**src/sprite_blit_with_collision_macros.svh**
```systemverilog
// Assertion helpers used by the block's top module.
`ifndef SPRITE_BLIT_WITH_COLLISION_MACROS_SVH
`define SPRITE_BLIT_WITH_COLLISION_MACROS_SVH

// Same-cycle implication, checked out of reset.
`define SBC_ASSERT_IMP(label, ante, cons, msg) \
	label: assert property (@(posedge clk) disable iff (!arst_n) (ante) |-> (cons)) \
		else $error(msg);

// Next-cycle implication, checked out of reset.
`define SBC_ASSERT_NXT(label, ante, cons, msg) \
	label: assert property (@(posedge clk) disable iff (!arst_n) (ante) |=> (cons)) \
		else $error(msg);

`endif

```
**src/sbc_pkg.sv**
```systemverilog
`default_nettype none

package sbc_pkg;

	localparam logic [7:0] BLANK = 8'h20;
	// Frame addresses stay below 64 rows times 255 columns.
	localparam int ADDR_W = 14;
	localparam int K_W = 10;

	typedef enum logic [2:0] {
		ACT_LOAD  = 3'd0,
		ACT_PLACE = 3'd1,
		ACT_ERASE = 3'd2,
		ACT_CLEAR = 3'd3,
		ACT_READ  = 3'd4
	} action_t;

	typedef enum logic [1:0] {
		REG_FRAME_ROWS  = 2'd0,
		REG_FRAME_COLS  = 2'd1,
		REG_SPRITE_ROWS = 2'd2,
		REG_SPRITE_COLS = 2'd3
	} reg_index_t;

	typedef struct packed {
		logic [2:0] action;
		logic [5:0] pos_row;
		logic [6:0] pos_col;
		logic [7:0] sprite_cell_index;
		logic [7:0] cell_value;
	} blit_in_t;

	typedef struct packed {
		logic       placed;
		logic       out_of_bounds;
		logic [7:0] read_char;
	} blit_out_t;

	typedef enum logic [2:0] {
		AU_HOLD,
		AU_LOAD,
		AU_STEP,
		AU_ADV,
		AU_RESTART
	} au_op_t;

	typedef struct packed {
		au_op_t     op;
		logic [5:0] prow;
		logic [6:0] pcol;
	} au_cmd_t;

	typedef struct packed {
		logic [ADDR_W-1:0] addr;
		logic [K_W-1:0]    kidx;
		logic              setup_done;
		logic              last;
	} au_status_t;

	typedef enum logic [3:0] {
		ST_IDLE,
		ST_CLEAR,
		ST_SETUP,
		ST_RD,
		ST_RD_DATA,
		ST_CHECK,
		ST_CHECK_TAIL,
		ST_WRITE,
		ST_WRITE_TAIL,
		ST_ERASE
	} state_t;

endpackage

`default_nettype wire

```
**src/sbc_addr_unit.sv**
```systemverilog
`default_nettype none

module sbc_addr_unit (
	input  wire logic                clk,
	input  wire logic                arst_n,
	input  wire sbc_pkg::au_cmd_t    cmd,
	input  wire logic [7:0]          fc,
	input  wire logic [4:0]          sr,
	input  wire logic [4:0]          sc,
	output sbc_pkg::au_status_t      status
);

	import sbc_pkg::*;

	logic [ADDR_W-1:0] addr_q;
	logic [ADDR_W-1:0] start_q;
	logic [ADDR_W-1:0] sum;
	logic [7:0]        skip_q;
	logic [7:0]        step;
	logic [5:0]        mcnt_q;
	logic [4:0]        ri_q;
	logic [4:0]        ci_q;
	logic [K_W-1:0]    k_q;
	logic              col_end;

	assign col_end = (ci_q == sc - 5'd1);

	// One adder: row stride while forming the base, then column or row skip.
	always_comb begin
		if (cmd.op == AU_STEP) begin
			step = fc;
		end else if (col_end) begin
			step = skip_q;
		end else begin
			step = 8'd1;
		end
		sum = addr_q + {{(ADDR_W-8){1'b0}}, step};
	end

	always_ff @(posedge clk or negedge arst_n) begin
		if (!arst_n) begin
			mcnt_q <= '0;
			ri_q   <= '0;
			ci_q   <= '0;
			k_q    <= '0;
		end else begin
			case (cmd.op)
				AU_LOAD: begin
					mcnt_q <= cmd.prow;
					ri_q   <= '0;
					ci_q   <= '0;
					k_q    <= '0;
				end
				AU_STEP: begin
					mcnt_q <= mcnt_q - 6'd1;
				end
				AU_ADV: begin
					k_q <= k_q + K_W'(1);
					if (col_end) begin
						ci_q <= '0;
						ri_q <= ri_q + 5'd1;
					end else begin
						ci_q <= ci_q + 5'd1;
					end
				end
				AU_RESTART: begin
					ri_q <= '0;
					ci_q <= '0;
					k_q  <= '0;
				end
				default: ;
			endcase
		end
	end

	always_ff @(posedge clk) begin
		case (cmd.op)
			AU_LOAD: begin
				addr_q  <= {{(ADDR_W-7){1'b0}}, cmd.pcol};
				start_q <= {{(ADDR_W-7){1'b0}}, cmd.pcol};
				skip_q  <= fc - {3'b000, sc} + 8'd1;
			end
			AU_STEP: begin
				addr_q  <= sum;
				start_q <= sum;
			end
			AU_ADV: begin
				addr_q <= sum;
			end
			AU_RESTART: begin
				addr_q <= start_q;
			end
			default: ;
		endcase
	end

	assign status.addr       = addr_q;
	assign status.kidx       = k_q;
	assign status.setup_done = (mcnt_q == 6'd0);
	assign status.last       = col_end && (ri_q == sr - 5'd1);

endmodule

`default_nettype wire
```
**config.mk**
```make
export PLATFORM = sky130hd
export DESIGN_NAME = sbc_addr_unit
export DESIGN_NICKNAME = d
export VERILOG_FILES = /design/src/sprite_blit_with_collision_macros.svh /design/src/sbc_pkg.sv /design/src/sbc_addr_unit.sv
export SDC_FILE = /design/constraint.sdc
export NUM_CORES = 1
export LEC_CHECK = 0
export BUFFER_PORTS_ARGS = -buffer_cell sky130_fd_sc_hd__buf_4
export CAP_MARGIN = 20
export CELL_PAD_IN_SITES_DETAIL_PLACEMENT = 1
export CELL_PAD_IN_SITES_GLOBAL_PLACEMENT = 1
export CORE_ASPECT_RATIO = 1.75
export CORE_MARGIN = 2
export CORE_UTILIZATION = 40
export DETAILED_ROUTE_END_ITERATION = 16
export PLACE_DENSITY = 0.7
export SLEW_MARGIN = 20
export SYNTH_ARGS = -nofsm -noshare
export SYNTH_HDL_FRONTEND = slang
export SYNTH_SLANG_ARGS = --single-unit
export TNS_END_PERCENT = 30
```
**constraint.sdc**
```tcl
create_clock -name clk -period 8.1 [get_ports clk]
set_clock_uncertainty 0.2 [all_clocks]
set_input_delay 0.81 -clock clk [delete_from_list [all_inputs] [get_ports clk]]
set_output_delay 0.81 -clock clk [all_outputs]
set_load 0.1 [all_outputs]
```
==> flow_metrics.tcl <==
set metrics [dict create \
    synth_mux_area_share_pct 0 \
    core-area_um2 9470 \
    rsz0062_at_grt "no" \
    timing.hold.ws_ns 0.189 \
    synth_edf_count 36 \
    synth.largest_area_cell "edfxtp_1" \
    synth_adder_area_share_pct 9.65 \
    hpwl_mm 8.03 \
    cts_tree "yes" \
    synth_cell_types 47 \
    antenna_found_initial 0 \
    synth_compound_area_share_pct 15.6 \
    synth_xor_area_share_pct 7.16 \
    ys_seq_area_share_pct 44.2 \
    slew_headroom_pct 35.5 \
    cts_hold_buf 0 \
    dieArea_um2 10600 \
    routed_wl_mm 10.6 \
    p_sw_share_pct 34.0 \
    globalplace.congestion 0.809 \
    synth-seq-cells 62 \
    ys_top_cells_by_area "edfxtp_1 (28%), dfrtp_1 (17%), ha_1 (8.6%)" \
    reg2reg_slack_ns 4.05 \
    timing.rr.end "addr_q[10]" \
    hold_path.class "in -> async" \
    clock_sinks 62 \
    reg2regPathDepth 12 \
    setup_viol 0 \
    worstMarginPinSlew_ns 0.967 \
    ios 62 \
    required_ns 7.96 \
    drive_above_1_share_pct 17.9 \
    via_per_inst 5.49 \
    path_class "in -> reg" \
    area_delta_synth_final_pct 22.6 \
    power_frac_comb_pct 27.2 \
    status "finished, final reports clean" \
    cts-htree-levels 3 \
    cts_buffers 9 \
    start_util_pct 41.4 \
    synth.most_common_cell "nand2_1" \
    cp.arrival_ns 4.34 \
    power.switching_w 0.000388 \
    cap_violations 0 \
    fin_crit_ns 4.48 \
    p_leak_nw 2.12 \
    p_clk_share_pct 34.7 \
    num_antenna_cells 0 \
    avgSynthCellArea_um2 9.46 \
    grt_usage_pct 21.0 \
    ys.flop_type "edfxtp_1" \
    dr_total_vias 3307 \
    yosys.area_share.simple_pct 19.4 \
    yosys_warnings 0 \
    fin_util_pct 50.7 \
    internal_power_w 0.000754 \
    synth_top_family_by_area "simple AND/OR/NAND/NOR gates" \
    die_y_um 135 \
    cts_root_buffer "clkbuf_16" \
    final-hold-violation-count 0 \
    async_flop_share_pct 41.9 \
    synth_area_um2 3920 \
    ir_drop_v 0.000122 \
    start_kind "primary input" \
    nNetsFinal 540 \
    endpoint_kind "flop" \
    drcViolationCount 0 \
    grt_pass1_vias 3577 \
    post_drt_wl_per_cell_um 17.5 \
    grt_start_max_net_pins 34 \
    grt_pass1_wl_mm 17.3 \
    ys_top_cells_by_count "nand2_1 (60), edfxtp_1 (36), o21ai_0 (34)" \
    ant_nets 0 \
    clkLatencyLatePin_ns 0.33 \
    p_seq_share_pct 38.0 \
    critPathMaxFanout 23 \
    rows 47 \
    power_density_nw_per_um2 238 \
    tns_ns 0 \
    syn_nets 479 \
    die_w_um 78.8 \
    io_buffers 61 \
    period_share_pct 55.3 \
    yosysTopAreaCellShare_pct 27.6 \
    drt_iter0_drc 125 \
    grt_remaining_overflow 0 \
    clk_path_buf_depth 2 \
    firstDrtPassIters 4 \
    path_clk_slew_ns 0.06 \
    timing.fmax_mhz 223 \
    cts_setup_buffers 0 \
    slew_violations 0 \
    cts-resized-gates 0 \
    synthCells 414 \
    rr_startpoint "ci_q[2]" \
]
[how the worst max path moves through the flow]
stage | start | endpoint | slack (ns)
4_1_cts | sc[0] | addr_q[10] | 3.59
3_5_place_dp | sc[0] | addr_q[10] | 3.26
2_1_floorplan | sc[0] | status[0] | 3.07
5_1_grt | sc[0] | addr_q[10] | 3.31
3_3_place_gp | sc[0] | addr_q[12] | 3.48
6_report | sc[0] | addr_q[10] | 3.62
[power by group through the flow]
stage	Combinational, W	Sequential [W]	Clock (W)
after floorplan	0.000179	0.000483	0
after global placement	0.000304	0.000436	0
after detailed placement	0.000314	0.000439	0
after CTS	0.000316	0.000434	0.000405
after global routing	0.000344	0.000442	0.000419
final	0.000311	0.000434	0.000397
[layer usage]
| layer | vias up | global-route usage, % | part of all wire [%] |
|---|---|---|---|
| met4 | 0 | 6.73 | 1.6 |
| met1 | 1620 | 21.4 | 37 |
| met2 | 57 | 41.4 | 58 |
| met3 | 12 | 4.48 | 3.4 |
| met5 | - | 0 | 0 |
| li1 | 1618 | - | - |
[worst max-delay path, cell delays in order]
cell	delay (ns)
buf_4	0.12
inv_1	0.08
ha_1	0.24
nand2_1	0.08
o31ai_1	0.24
o2111ai_2	0.56
nor3_1	0.33
nor2_1	0.09
ha_1	0.22
fa_1	0.42
a21o_1	0.21
a221oi_1	0.49
nor3_1	0.14
xnor2_1	0.21
o21ai_0	0.10
[flip-flops by register name, indices dropped and copies added (netlist names)]
signal	flops
mcnt_q	6
skip_q	8
start_q	14
ci_q	5
addr_q	14
k_q	10
ri_q	5
[cells by family after synthesis]
kind of cell | Yosys count
simple gates | 158
compound gates | 95
flops | 62
buf+inv | 38
xor+xnor | 32
fa+ha+maj | 29
[layout by cell type, fill, tap and decap left out, types with 3 or more instances in the layout]
| cell type | instances |
|---|---|
| a211oi_1 | 3 |
| a21o_1 | 5 |
| a21oi_1 | 16 |
| a22oi_1 | 9 |
| and3_1 | 4 |
| buf_4 | 63 |
| clkbuf_16 | 11 |
| dfrtp_1 | 26 |
| edfxtp_1 | 36 |
| ha_1 | 27 |
| inv_1 | 25 |
| nand2_1 | 60 |
| nand2b_1 | 3 |
| nand3_1 | 17 |
| nand4_1 | 7 |
| nor2_1 | 31 |
| nor2b_1 | 4 |
| nor3_1 | 11 |
| o211ai_1 | 7 |
| o21ai_0 | 33 |
| o22ai_1 | 4 |
| or3_1 | 4 |
| or4_1 | 6 |
| xnor2_1 | 14 |
| xor2_1 | 18 |
[stage by stage]
| stage | setup slack (ns) | std cells | area, µm² | total power [W] |
|---|---|---|---|---|
| 5_1_grt | 3.31 | 602 | 4800 | 0.00120 |
| 6_report | 3.62 | 602 | 4800 | 0.00114 |
| 3_5_place_dp | 3.26 | 586 | 4480 | 0.000753 |
| 2_1_floorplan | 3.07 | 414 | 3920 | 0.000663 |
| 3_3_place_gp | 3.48 | 586 | 4480 | 0.000740 |
| 4_1_cts | 3.59 | 602 | 4800 | 0.00116 |
[area by class of cell]
class	count	area [µm²]
timing repair buffer	63	473
tap	122	153
sequential	62	1730
inverter	25	93.8
fill	1100	4670
multi-input combinational	314	2030
clock inverter	2	10.0
clock buffer	14	307
Power figures use the tool's default switching activity.
